==> src/rtl/hhrg_pkg.sv <==
// Shared types and constants for the heater hysteresis regulator with rate guard.
// No dependencies; imported by the top level.
package hhrg_pkg;

  // Field widths
  localparam int unsigned TempW  = 17;
  localparam int unsigned ElapW  = 16;
  localparam int unsigned RateW  = 24;
  localparam int unsigned LimW   = 17;
  localparam int unsigned ErrW   = 8;
  localparam int unsigned SumW   = 32;
  localparam int unsigned CntW   = 32;
  localparam int unsigned CfgIdxW = 3;
  localparam int unsigned CfgW   = 17;

  // Wide temperature compare width (room for the offsets below)
  localparam int unsigned CmpW = TempW + 2;

  // Rate datapath: |diff| * 1000 fits in 27 bits, divisor is elapsed + 1
  localparam int unsigned MagW   = TempW;
  localparam int unsigned QuoW   = 27;
  localparam int unsigned DivW   = ElapW + 1;
  localparam int unsigned StepW  = $clog2(QuoW);

  // Temperature offsets in hundredths of a degree
  localparam logic signed [CmpW-1:0] Hyst      = CmpW'(30);
  localparam logic signed [CmpW-1:0] BandLow   = CmpW'(100);
  localparam logic signed [CmpW-1:0] BandHigh  = CmpW'(300);
  localparam logic signed [CmpW-1:0] OverMargin = CmpW'(500);
  localparam logic [9:0]             RateScale = 10'd1000;

  // Register reset values
  localparam logic signed [TempW-1:0] TargetRst = TempW'(6000);
  localparam logic signed [TempW-1:0] MaxRst    = TempW'(8000);
  localparam logic [LimW-1:0]         RateMinRst = LimW'(1);
  localparam logic [LimW-1:0]         RateMaxRst = LimW'(500);
  localparam logic [ErrW-1:0]         ErrLimRst  = ErrW'(10);

  // Configuration register indexes
  typedef enum logic [CfgIdxW-1:0] {
    CFG_TARGET   = 3'd0,
    CFG_MAX      = 3'd1,
    CFG_RATE_MIN = 3'd2,
    CFG_RATE_MAX = 3'd3,
    CFG_ERR_LIM  = 3'd4,
    CFG_SENSOR   = 3'd5
  } cfg_idx_e;

endpackage

==> src/rtl/heater_hysteresis_with_rate_guard.sv <==
// Top level of the heater regulator: hysteresis relay, over-temperature cutoff,
// serial rise-rate divider and rate guard. Depends on hhrg_pkg.

// One transaction per temperature sample, one result per sample. A sample with
// heating enabled and the sensor present goes from acceptance to result through
// setup, a scaling multiply, a one-bit-per-cycle restoring divider for the rise
// rate, saturation, accumulation and the relay update. A sample that skips
// rate tracking goes straight to the relay update. One sample is in work at a
// time; the result register lets the next sample be taken while a result still
// waits downstream. Configuration writes are taken on any cycle with cfg_we_i.
module heater_hysteresis_with_rate_guard (
  input  logic                             clk_i,
  input  logic                             rst_ni,
  // configuration
  input  logic                             cfg_we_i,
  input  logic [hhrg_pkg::CfgIdxW-1:0]     cfg_idx_i,
  input  logic [hhrg_pkg::CfgW-1:0]        cfg_data_i,
  // sample channel
  input  logic                             in_valid_i,
  output logic                             in_stall_o,
  input  logic signed [hhrg_pkg::TempW-1:0] temperature_i,
  input  logic [hhrg_pkg::ElapW-1:0]       elapsed_ms_i,
  input  logic                             heating_enable_i,
  input  logic                             restart_i,
  // result channel
  output logic                             out_valid_o,
  input  logic                             out_stall_i,
  output logic                             relay_on_o,
  output logic                             at_target_o,
  output logic                             overflow_o,
  output logic signed [hhrg_pkg::RateW-1:0] rise_rate_o,
  output logic [hhrg_pkg::ErrW-1:0]        errors_remaining_o,
  output logic signed [hhrg_pkg::SumW-1:0] rate_sum_o,
  output logic [hhrg_pkg::CntW-1:0]        rate_count_o
);
  import hhrg_pkg::*;

  typedef enum logic [2:0] {
    ST_IDLE,
    ST_DIFF,
    ST_MUL,
    ST_DIV,
    ST_SAT,
    ST_ACC,
    ST_FINISH
  } state_e;

  // Configuration registers
  logic signed [TempW-1:0] target_q, max_q;
  logic [LimW-1:0]         rate_min_q, rate_max_q;
  logic [ErrW-1:0]         err_lim_q;
  logic                    sensor_q;

  // Regulator state
  logic signed [TempW-1:0] prev_q;
  logic signed [RateW-1:0] rate_q;
  logic                    relay_q, band_q, latch_q;
  logic [ErrW-1:0]         err_cnt_q;
  logic signed [SumW-1:0]  sum_q;
  logic [CntW-1:0]         cnt_q;

  // Sample and datapath registers
  state_e                  state_q;
  logic signed [TempW-1:0] temp_q;
  logic [ElapW-1:0]        elap_q;
  logic                    heat_q;
  logic                    neg_q;
  logic [MagW-1:0]         mag_q;
  logic [QuoW-1:0]         num_q;
  logic [DivW-1:0]         rem_q;
  logic [DivW-1:0]         div_q;
  logic [StepW-1:0]        step_q;

  // Result register
  logic                    out_valid_q;
  logic                    out_relay_q, out_band_q, out_latch_q;
  logic signed [RateW-1:0] out_rate_q;
  logic [ErrW-1:0]         out_err_q;
  logic signed [SumW-1:0]  out_sum_q;
  logic [CntW-1:0]         out_cnt_q;

  logic                    in_acc;
  logic                    out_free;

  assign in_stall_o = (state_q != ST_IDLE);
  assign in_acc     = in_valid_i && !in_stall_o;
  assign out_free   = !out_valid_q || !out_stall_i;

  // Temperature difference
  logic signed [TempW:0] diff;
  assign diff = {temp_q[TempW-1], temp_q} - {prev_q[TempW-1], prev_q};

  // Scale magnitude by 1000
  logic [QuoW-1:0] prod;
  assign prod = QuoW'(mag_q) * QuoW'(RateScale);

  // One restoring divide step
  logic [DivW:0]   trial;
  logic [DivW:0]   shifted;
  logic            q_bit;
  assign shifted = {rem_q, num_q[QuoW-1]};
  assign trial   = shifted - {1'b0, div_q};
  assign q_bit   = !trial[DivW];

  // Saturate the signed quotient to the rate range
  logic signed [RateW-1:0] rate_sat;
  always_comb begin
    if (num_q[QuoW-1:RateW-1] != '0) begin
      rate_sat = neg_q ? {1'b1, {(RateW-1){1'b0}}} : {1'b0, {(RateW-1){1'b1}}};
    end else if (neg_q) begin
      rate_sat = -$signed({1'b0, num_q[RateW-2:0]});
    end else begin
      rate_sat = $signed({1'b0, num_q[RateW-2:0]});
    end
  end

  // Saturating accumulation of nonzero rates
  logic signed [SumW:0]    sum_ext;
  logic signed [SumW-1:0]  sum_sat;
  assign sum_ext = {sum_q[SumW-1], sum_q} + (SumW+1)'(rate_q);
  always_comb begin
    if (sum_ext[SumW] != sum_ext[SumW-1]) begin
      sum_sat = sum_ext[SumW] ? {1'b1, {(SumW-1){1'b0}}} : {1'b0, {(SumW-1){1'b1}}};
    end else begin
      sum_sat = sum_ext[SumW-1:0];
    end
  end

  // Relay, band and guard decisions
  logic signed [CmpW-1:0] t_w, tgt_w, max_w;
  logic                   relay_d, band_d, latch_d;
  logic [ErrW-1:0]        err_d;
  logic                   rate_pos, rate_bad, over_temp;
  assign t_w   = CmpW'(temp_q);
  assign tgt_w = CmpW'(target_q);
  assign max_w = CmpW'(max_q);
  assign over_temp = t_w > (max_w + OverMargin);
  assign rate_pos  = !rate_q[RateW-1] && (rate_q != '0);
  assign rate_bad  = (rate_q[RateW-2:0] < (RateW-1)'(rate_min_q)) ||
                     (rate_q[RateW-2:0] > (RateW-1)'(rate_max_q));

  always_comb begin
    relay_d = relay_q;
    band_d  = band_q;
    latch_d = latch_q;
    err_d   = err_cnt_q;
    if (heat_q) begin
      if (t_w <= tgt_w - Hyst) begin
        relay_d = 1'b1;
      end else begin
        band_d = (t_w >= tgt_w - BandLow) && (t_w < tgt_w + BandHigh);
        if (t_w >= tgt_w + Hyst) begin
          relay_d = 1'b0;
        end
      end
      if (over_temp) begin
        relay_d = 1'b0;
        latch_d = 1'b1;
      end else if (relay_d && rate_pos && rate_bad) begin
        if (err_cnt_q != '0) begin
          err_d = err_cnt_q - ErrW'(1);
        end
        if (err_d == '0) begin
          latch_d = 1'b1;
        end
      end
    end
  end

  // Configuration writes
  always_ff @(posedge clk_i or negedge rst_ni) begin
    if (!rst_ni) begin
      target_q   <= TargetRst;
      max_q      <= MaxRst;
      rate_min_q <= RateMinRst;
      rate_max_q <= RateMaxRst;
      err_lim_q  <= ErrLimRst;
      sensor_q   <= 1'b1;
    end else if (cfg_we_i) begin
      case (cfg_idx_i)
        CFG_TARGET:   target_q   <= cfg_data_i;
        CFG_MAX:      max_q      <= cfg_data_i;
        CFG_RATE_MIN: rate_min_q <= cfg_data_i;
        CFG_RATE_MAX: rate_max_q <= cfg_data_i;
        CFG_ERR_LIM:  err_lim_q  <= cfg_data_i[ErrW-1:0];
        CFG_SENSOR:   sensor_q   <= cfg_data_i[0];
        default: ;
      endcase
    end
  end

  // Sequencer, regulator state and result register
  always_ff @(posedge clk_i or negedge rst_ni) begin
    if (!rst_ni) begin
      state_q     <= ST_IDLE;
      prev_q      <= '0;
      rate_q      <= '0;
      relay_q     <= 1'b0;
      band_q      <= 1'b0;
      latch_q     <= 1'b0;
      err_cnt_q   <= ErrLimRst;
      sum_q       <= '0;
      cnt_q       <= '0;
      temp_q      <= '0;
      elap_q      <= '0;
      heat_q      <= 1'b0;
      neg_q       <= 1'b0;
      mag_q       <= '0;
      num_q       <= '0;
      rem_q       <= '0;
      div_q       <= '0;
      step_q      <= '0;
      out_valid_q <= 1'b0;
      out_relay_q <= 1'b0;
      out_band_q  <= 1'b0;
      out_latch_q <= 1'b0;
      out_rate_q  <= '0;
      out_err_q   <= '0;
      out_sum_q   <= '0;
      out_cnt_q   <= '0;
    end else begin
      // drop the result once taken, unless a new one is loaded now
      if (out_valid_q && !out_stall_i && (state_q != ST_FINISH)) begin
        out_valid_q <= 1'b0;
      end
      case (state_q)
        ST_IDLE: begin
          if (in_acc) begin
            temp_q <= temperature_i;
            elap_q <= elapsed_ms_i;
            heat_q <= heating_enable_i;
            if (restart_i) begin
              err_cnt_q <= err_lim_q;
              latch_q   <= 1'b0;
            end
            state_q <= (heating_enable_i && sensor_q) ? ST_DIFF : ST_FINISH;
          end
        end
        ST_DIFF: begin
          neg_q   <= diff[TempW];
          mag_q   <= diff[TempW] ? MagW'(-diff) : diff[MagW-1:0];
          state_q <= ST_MUL;
        end
        ST_MUL: begin
          num_q   <= prod;
          rem_q   <= '0;
          div_q   <= {1'b0, elap_q} + DivW'(1);
          step_q  <= StepW'(QuoW - 1);
          state_q <= ST_DIV;
        end
        ST_DIV: begin
          // shift in one quotient bit per cycle
          rem_q  <= q_bit ? trial[DivW-1:0] : shifted[DivW-1:0];
          num_q  <= {num_q[QuoW-2:0], q_bit};
          step_q <= step_q - StepW'(1);
          if (step_q == '0) begin
            state_q <= ST_SAT;
          end
        end
        ST_SAT: begin
          rate_q  <= rate_sat;
          prev_q  <= temp_q;
          state_q <= ST_ACC;
        end
        ST_ACC: begin
          if (rate_q != '0) begin
            sum_q <= sum_sat;
            if (cnt_q != '1) begin
              cnt_q <= cnt_q + CntW'(1);
            end
          end
          state_q <= ST_FINISH;
        end
        ST_FINISH: begin
          // hold until the result register is free
          if (out_free) begin
            relay_q     <= relay_d;
            band_q      <= band_d;
            latch_q     <= latch_d;
            err_cnt_q   <= err_d;
            out_valid_q <= 1'b1;
            out_relay_q <= relay_d;
            out_band_q  <= band_d;
            out_latch_q <= latch_d;
            out_rate_q  <= rate_q;
            out_err_q   <= err_d;
            out_sum_q   <= sum_q;
            out_cnt_q   <= cnt_q;
            state_q     <= ST_IDLE;
          end
        end
        default: state_q <= ST_IDLE;
      endcase
    end
  end

  assign out_valid_o        = out_valid_q;
  assign relay_on_o         = out_relay_q;
  assign at_target_o        = out_band_q;
  assign overflow_o         = out_latch_q;
  assign rise_rate_o        = out_rate_q;
  assign errors_remaining_o = out_err_q;
  assign rate_sum_o         = out_sum_q;
  assign rate_count_o       = out_cnt_q;

endmodule

==> config.mk <==
export PLATFORM = sky130hd
export DESIGN_NAME = heater_hysteresis_with_rate_guard
export DESIGN_NICKNAME = d
export VERILOG_FILES = /design/src/rtl/hhrg_pkg.sv /design/src/rtl/heater_hysteresis_with_rate_guard.sv
export SDC_FILE = /design/constraint.sdc
export NUM_CORES = 1
export LEC_CHECK = 0
export BUFFER_PORTS_ARGS = -buffer_cell sky130_fd_sc_hd__clkbuf_2
export CORE_ASPECT_RATIO = 0.7
export CORE_MARGIN = 1
export CORE_UTILIZATION = 50
export CTS_CLUSTER_SIZE = 14
export DETAILED_ROUTE_END_ITERATION = 7
export GPL_TIMING_DRIVEN = 0
export PLACE_DENSITY = 0.67
export SLEW_MARGIN = 5
export SYNTH_ARGS = -nofsm -noshare
export SYNTH_HDL_FRONTEND = slang
export SYNTH_SLANG_ARGS = --single-unit
==> constraint.sdc <==
create_clock -name clk_i -period 14.8 [get_ports clk_i]
set_input_delay 2.96 -clock clk_i [delete_from_list [all_inputs] [get_ports clk_i]]
set_output_delay 2.96 -clock clk_i [all_outputs]
set_load 0.02 [all_outputs]
After elaboration in Yosys (flattened, before gate mapping)

Index checks and enable logic that the tools add are counted.

Add/sub/neg operators: 14
$mul: 1
$lt $le $gt $ge: 7
Equality and inequality tests: 18
Muxes and demuxes: 44
Bitwise gates (word level): 1
Reduce and logical (&&, ||, !) cells: 39

Operators by type and width:

| operator                                            | count |
|---|---|
| 2-to-1 mux 8 bit                                    | 10 |
| 2-to-1 mux 24 bit                                   | 3 |
| 2-to-1 mux 32 bit                                   | 2 |
| one-hot mux 27 bit (2 select lines)                 | 1 |
| adder 17 x 10 -> 18 bit (second input constant)     | 2 |
| greater-or-equal comparator 17 x 18 -> 1 bit        | 2 |
| 2-to-1 mux 17 bit                                   | 2 |
| one-hot mux 17 bit (2 select lines)                 | 1 |
| adder 32 x 24 -> 33 bit                             | 1 |
| adder 32 x 1 -> 32 bit (second input constant)      | 1 |
| inequality test 32 bit (second input constant)      | 1 |
| multiplier 17 x 7 -> 24 bit (second input constant) | 1 |
| negator 23 -> 24 bit                                | 1 |
| nonzero test 24 bit                                 | 1 |
| > comparator 23 x 17 -> 1 bit                       | 1 |
| less-than comparator 23 x 17 -> 1 bit               | 1 |
| one-hot mux 3 bit (7 select lines)                  | 1 |
| adder 17 x 6 -> 18 bit (second input constant)      | 1 |
| > comparator 17 x 18 -> 1 bit                       | 1 |
| less-or-equal comparator 17 x 18 -> 1 bit           | 1 |
| less-than comparator 17 x 18 -> 1 bit               | 1 |
| AND reduction 2 bit                                 | 9 |
| subtractor 17 x 17 -> 18 bit                        | 1 |
| subtractor 17 x 6 -> 18 bit (second input constant) | 1 |
| other kinds (30)                                    | 77 |

Flip-flop bits (word level): 412
Bits of input ports: 60

Depth between registers and ports, before layout

Gate-level depths: netlist of the first run.

Depth in word-level cells: 17
Gate-level depth with buffers: 19
Mapped depth without buffers: 19

Worst setup path before layout of the first run

No wires, ideal clock.

Path type: reg-to-reg
From: register mag_q[0]
To: register num_q[25]
Data arrival time: 5.063 ns
Slack: 9.655 ns
Cell stages (with the launch flop): 18
Buffers on the path: 0
Cell sequence: dfrtp_1 -> fa_1 -> inv_1 -> fa_1 -> fa_1 -> fa_1 -> inv_1 -> ha_1 -> and3_1 -> a2111oi_0 -> o211ai_1 -> o311a_1 -> a221o_1 -> a41o_1 -> o41ai_1 -> xnor2_1 -> mux2i_1 -> o21ai_0

Word-level cells in the longest chain between the ends: 2

RTL lines:

| item                                | line                                     | text |
|---|---|---|
| start, declared                     | heater_hysteresis_with_rate_guard.sv:68  | `logic [MagW-1:0] mag_q;` |
| start signal, assigned              | heater_hysteresis_with_rate_guard.sv:241 | `mag_q <= diff[TempW] ? MagW'(-diff) : diff[MagW-1:0];` |
| multiplier 17 x 7 -> 24 bit         | heater_hysteresis_with_rate_guard.sv:95  | `assign prod = QuoW'(mag_q) * QuoW'(RateScale);` |
| one-hot mux 27 bit (2 select lines) | heater_hysteresis_with_rate_guard.sv:226 | `case (state_q)` |
| end signal, assigned                | heater_hysteresis_with_rate_guard.sv:245 | `num_q <= prod;` |
| end signal, assigned                | heater_hysteresis_with_rate_guard.sv:254 | `num_q <= {num_q[QuoW-2:0], q_bit};` |
| end, declared                       | heater_hysteresis_with_rate_guard.sv:69  | `logic [QuoW-1:0] num_q;` |

Every way passes these cells.
A chain may end at the register's enable or synchronous reset.

Worst setup path after layout of the first run

From: register mag_q[2]
To: register num_q[25]

Same word-level chain as after synthesis.

==> impl_metrics.csv, run 1 <==
group,metric,value,unit
synth,ys_ff_latch,412,
synth,ys_seq_area_frac,0.374,
clock_network,tritoncts,"built",
sta,finClkSkew,0.0178,ns
clock_network,cts_hold_buf,0,
clock_network,postCtsSetupBuffers,0,
final_layout,synthToLayoutAreaGrowth,12.1,%
min_path,whs_path_depth,2,
clock_network,ctsResizeCount,0,
floorplanning,die_h,199,um
clock_network,path_clk_slew,0.06,ns
clock_network,insertion_delay,0.59,ns
sta,period_needed,6.03,ns
final_layout,diodes,0,
synth,synthArstFlopShare,1.00,
critical_path,slowest_stage,"dfrtp_1",
global_route,grt-busiest-layer,"met2",
final_layout,nNetsFinal,3532,
min_path,hold_path.class,"flip-flop to flip-flop",
critical_path,worst-path-stages,17,
routing,first_pass_iters,5,
sta,setup_viol,0,
critical_path,worst_path_most_repeated_cell,"fa_1",
clock_network,clock_sinks,412,
final_layout,drive_above_1_share,0.135,
global_route,grt_pass1_vias,22200,
placement,place_ws,8.87,ns
sta,rsz0062_at_grt,"false",
clock_network,cts.path.max_buffers,3,
synth,syn_area,27700,um^2
sta,clock.fmax,166,MHz
routing,drt-total-wl,75.0,mm
critical_path,cp.required,15.29,ns
global_route,grt_use_total,0.270,
synth,synth_edf_count,0,
floorplanning,die-width,283,um
critical_path,critPathMaxFanout,6,
clock_network,cts_root_buffer,"clkbuf_16",
global_route,grt_pass1_wl,121,mm
critical_path,worstPathCellList,"inv_1, fa_1, fa_1, fa_1, fa_1, inv_1, ha_1, and3_1, a2111oi_0, o211ai_1, o311a_1, a221o_1, a41o_1, o41ai_1, xnor2_1, mux2i_1, o21ai_0",
critical_path,worstSetupEndpointType,"flip-flop",
floorplanning,core-area,54200,um^2
sta,finalHoldViolCount,0,
global_route,grt-ovfl-total,0,
floorplanning,start_util,0.511,
placement,place_congestion,0.943,
routing,drc,0,
routing,drtIter0Drc,1833,
sta,drv_slew,0,
clock_network,htreeDepth,2,
sta,fin_ws,8.77,ns
sta,finalCritPeriodShare,0.408,
synth,syn_inst,2951,
floorplanning,die-area,56300,um^2
synth,synth_cell_types,78,
status,status,"completed",
synth,syn_area_per_cell,9.37,um^2
placement,place.port_buffers,160,
clock_network,cts_made_buffers,43,
global_route,met2_usage,0.409,
critical_path,crit_type,"flip-flop to flip-flop",
floorplanning,num_io_pins,161,
global_route,use_met1,0.404,
routing,vias,22600,
sta,worst-slew-pin-transition,1.03,ns
synth,yosys_warnings,0,
global_route,antenna_found_initial,0,
critical_path,worst_path_largest_cell_delay,0.64,ns
flow_run,cap_violations,0,
critical_path,r2r_cells,17,
placement,placed_cell_area,29500,um^2
routing,wl_per_cell,19.1,um
floorplanning,rows,71,
final_layout,final_cell_area,31000,um^2
critical_path,start_kind,"flip-flop",
placement,hpwl,57.9,mm
routing,ant_nets,0,
global_route,grt_start_max_net_pins,98,
routing,viasPerCell,5.77,
global_route,grt_use_met3,0.0362,
sta,max_slew_margin,0.310,
synth,syn_nets,3323,
synth,yosys_most_used_dff,"dfrtp_1",
critical_path,critPathBufInv,2,
critical_path,cp.arrival,6.53,ns
critical_path,cpLargestDelayFamily,"adder cells",
sta,fin_setup_tns,0,ns
final timing paths:
path | start | to | slack, ns
worst min-delay path | rate_sum_o[19] | rate_sum_o[19] | 0.48
worst max register to register | mag_q[2] | num_q[25] | 8.77
max in group asynchronous | rst_ni | rate_sum_o[20] | 10.66
worst min register to register | rate_sum_o[19] | rate_sum_o[19] | 0.48
worst max-delay path | mag_q[2] | num_q[25] | 8.77
min in group asynchronous | rst_ni | temp_q[14] | 2.40
metrics by stage:
stage,hold WS (ns),std cells,utilization
floorplan,0.456,2951,-
CTS,0.479,3924,0.572
global route,0.493,3924,0.572
finish,0.475,3924,0.572
global placement,0.460,3841,0.542
detailed placement,0.464,3845,0.544
cell type report:
| cell class | instances | area (um^2) |
|---|---|---|
| fill | 4769 | 23200 |
| clock inverter | 16 | 229 |
| multi-input combinational | 2230 | 16200 |
| timing repair buffer | 164 | 920 |
| inverter | 199 | 747 |
| tap | 730 | 913 |
| sequential | 412 | 10300 |
| clock buffer | 63 | 1260 |
| buffer | 110 | 424 |
metal layers:
layer / vias up / share of wire
li1: 10800 / -
met1: 11200 / 0.49
met2: 618 / 0.43
met3: 114 / 0.056
met4: 0 / 0.024
met5: - / 0
cell families after synthesis:
| group | share of synthesized area |
|---|---|
| AO/OA/AOI/OAI | 0.145 |
| XOR/XNOR | 0.0627 |
| adder cells (fa/ha/maj) | 0.158 |
| buffers and inverters | 0.0423 |
| flip-flops | 0.374 |
| multiplexers | 0.0541 |
| AND/OR/NAND/NOR | 0.164 |
worst reg2reg max path, cell delays in order (launching register included):
cell       delay (ns)
dfrtp_1          0.64
inv_1            0.19
fa_1             0.56
fa_1             0.45
fa_1             0.50
fa_1             0.52
inv_1            0.04
ha_1             0.36
and3_1           0.22
a2111oi_0        0.61
o211ai_1         0.18
o311a_1          0.18
a221o_1          0.37
a41o_1           0.28
o41ai_1          0.37
xnor2_1          0.18
mux2i_1          0.10
o21ai_0          0.18
cell usage in the layout, fill, tap and decap left out, types with 72 or more instances in the layout:
master	Yosys	final
nand2_1	479	479
dfrtp_1	387	387
ha_1	251	251
inv_1	199	199
o21ai_0	168	168
clkbuf_2	0	159
nor2_1	151	151
xnor2_1	126	126
a21oi_1	122	122
mux2_2	108	108
clkbuf_1	87	96
xor2_1	72	72
cell usage after synthesis (all sizes together) (16+ instances only):
cell type | instances | area share
mux2i | 28 | 0.010
a21oi | 122 | 0.022
or2 | 16 | 0.0036
a211oi | 27 | 0.0073
or3 | 23 | 0.0052
o221a | 31 | 0.013
buf | 23 | 0.0035
dfstp | 25 | 0.024
o21a | 27 | 0.0073
xor2 | 72 | 0.023
fa | 61 | 0.044
o21ai | 184 | 0.033
inv | 199 | 0.027
ha | 251 | 0.11
and3 | 23 | 0.0052
nand2 | 479 | 0.065
a21o | 69 | 0.019
o31ai | 20 | 0.0056
nor2b | 38 | 0.0086
xnor2 | 126 | 0.040
a31oi | 19 | 0.0043
clkbuf | 87 | 0.012
nor2 | 151 | 0.020
nand4 | 42 | 0.0095
mux2 | 108 | 0.044
nor4 | 18 | 0.0041
nand2b | 19 | 0.0043
nor3 | 49 | 0.0093
dfrtp | 387 | 0.35
nand3 | 55 | 0.0099
state kept, by name (all words and copies together), names as in the netlist, 3 cells and up:
name	flops
prev_q	17
state_q	3
elap_q	16
rem_q	17
rate_min_q	17
mag_q	17
rise_rate_o	24
num_q	27
target_q	17
temp_q	17
err_lim_q	8
errors_remaining_o	8
rate_q	24
err_cnt_q	8
max_q	17
rate_count_o	32
rate_sum_o	32
cnt_q	32
step_q	5
sum_q	32
div_q	17
rate_max_q	17
Power of run 1 is left out: the tool's default activity adds up to more than one toggle a clock period on the data nets, which glitch-free logic cannot reach.
==> run 2: changes to the inputs <==
PLACE_DENSITY = 0.7   (was 0.67)
clock period = 5.4 ns   (was 14.8 ns; I/O delays follow)
==> run 2 against run 1 <==
Effect of this change: worst hold slack lost 0.0043 ns; maximum frequency grew 16%; critical path depth is the same; sequential cell count is the same; non-clock buffer count grew 3; final cell count is essentially flat; routed wire length shrank 0.30%; first-iteration DRC count grew 6.5%; setup slack lost 8.6 ns; critical path type unchanged; highest routed layer unchanged.
==> impl_metrics.csv, run 2 (synthesized netlist as in run 1, its figures left out) <==
group,metric,value,unit
routing,drt-total-wl,74.8,mm
sta,drv_slew,0,
final_layout,fillers,4748,
critical_path,worstPathCellList,"fa_1, inv_1, fa_1, fa_1, fa_1, inv_1, ha_4, and3_4, a2111oi_4, o211ai_1, o311a_1, a221o_1, a41o_1, o41ai_2, xnor2_1, mux2i_1, o21ai_1",
sta,finClkSkew,0.0300,ns
clock_network,cts.path.max_buffers,3,
placement,place_congestion,0.927,
routing,viasPerCell,5.82,
routing,first_pass_iters,7,
floorplanning,die-width,283,um
critical_path,slowest_stage,"fa_1",
global_route,grt-ovfl-total,0,
status,status,"completed",
critical_path,start_kind,"flip-flop",
final_layout,drive_above_1_share,0.144,
placement,placed_cell_area,29500,um^2
routing,wl_per_cell,19.0,um
routing,drc,0,
sta,finalCritPeriodShare,0.967,
critical_path,critPathMaxFanout,6,
clock_network,path_clk_slew,0.06,ns
routing,drtIter0Drc,1952,
floorplanning,num_io_pins,161,
clock_network,tritoncts,"built",
critical_path,worst_path_most_repeated_cell,"fa_1",
final_layout,diodes,0,
final_layout,final_common_cell,"nand2_1",
routing,vias,22900,
placement,hpwl,57.4,mm
final_layout,nNetsFinal,3536,
floorplanning,rows,71,
final_layout,final_cell_area,31200,um^2
clock_network,cts_made_buffers,44,
critical_path,critPathBufInv,2,
clock_network,clock_sinks,412,
global_route,grt_pass1_wl,122,mm
critical_path,worst_path_largest_cell_delay,0.57,ns
final_layout,final_cell_mix,"nand2_1 (479), dfrtp_1 (381), ha_1 (249), inv_1 (194), o21ai_0 (167)",
routing,ant_nets,0,
floorplanning,die-area,56300,um^2
floorplanning,start_util,0.511,
clock_network,cts_root_buffer,"clkbuf_16",
critical_path,crit_type,"flip-flop to flip-flop",
critical_path,worstSetupEndpointType,"flip-flop",
sta,finalHoldViolCount,0,
global_route,grt_pass1_vias,22700,
final_layout,synthToLayoutAreaGrowth,12.7,%
global_route,antenna_found_initial,0,
clock_network,htreeDepth,2,
min_path,hold_path.class,"flip-flop to flip-flop",
floorplanning,core-area,54200,um^2
global_route,grt_start_max_net_pins,110,
clock_network,insertion_delay,0.59,ns
placement,place.port_buffers,160,
global_route,grt_use_total,0.270,
sta,clock.fmax,191,MHz
sta,worst-slew-pin-transition,1.28,ns
critical_path,cp.required,5.83,ns
flow_run,cap_violations,0,
critical_path,cpLargestDelayFamily,"adder cells",
sta,max_slew_margin,0.138,
sta,setup_viol,0,
critical_path,cp.arrival,5.66,ns
floorplanning,die_h,199,um
sta,period_needed,5.22,ns
==> run 2: cell count changes in the layout (fill, tap and decap cells not counted), moves of 3 or more <==
cell,previous run,this run
buf_4,0,5
clkbuf_16,43,46
dfrtp_1,387,381
dfrtp_2,0,6
inv_1,199,194
inv_2,0,3
inv_6,3,0
==> run 2: worst paths after layout <==
check | start | endpoint | slack (ns) | cells past startpoint
worst max-delay path | mag_q[1] | num_q[25] | 0.18 | 17
worst min-delay path | rate_sum_o[17] | rate_sum_o[17] | 0.47 | 2
min in group asynchronous | rst_ni | target_q[15] | 0.48 | 1
max in group asynchronous | rst_ni | rate_sum_o[18] | 3.57 | 3
worst max register to register | mag_q[1] | num_q[25] | 0.18 | 17
worst min register to register | rate_sum_o[17] | rate_sum_o[17] | 0.47 | 2
==> run 2: metrics by stage <==
stage / utilization / worst slack (ns) / setup TNS (ns) / hold WS [ns] / instances
6_report: 0.575 / 0.178 / 0 / 0.471 / 3927
5_1_grt: 0.575 / -0.0382 / -0.0387 / 0.483 / 3927
2_1_floorplan: - / 0.255 / 0 / 0.456 / 2951
4_1_cts: 0.573 / -0.0416 / -0.0766 / 0.471 / 3924
3_3_place_gp: 0.542 / -5.88 / -2329.60 / 0.462 / 3841
3_5_place_dp: 0.544 / -0.447 / -1.09 / 0.462 / 3845
==> run 2: final cells by class <==
type | count | area (um^2) | share of cell area
plain buffers | 108 | 417 | 0.0134
clock buffers | 65 | 1320 | 0.0424
inverters | 199 | 752 | 0.0241
repair buffers | 169 | 957 | 0.0307
multi-input cells | 2230 | 16300 | 0.522
flip-flops and latches | 412 | 10300 | 0.332
clock inverters | 14 | 191 | 0.00614
well taps | 730 | 913 | 0.0293
==> run 2: tightest hold or removal path, delay by kind of cell (launching register included) <==
kind	cells	cell delay [ns]
DFF	1	0.34
and+or+nand+nor	2	0.10
==> run 2: repair_timing <==
item,CTS,global route
hold buffers,0,0
setup buffers,0,5
resized for setup,13,22
setup endpoints to repair,7,22
pin swaps,1,15
==> run 2: metal layers <==
metal	vias up	global-route usage	wire, um
met5	-	0	0
met4	0	0.0815	2110
met3	148	0.0412	4840
met2	704	0.415	32500
met1	11300	0.392	35400
li1	10800	-	-
Power of run 2 is left out for the same reason.
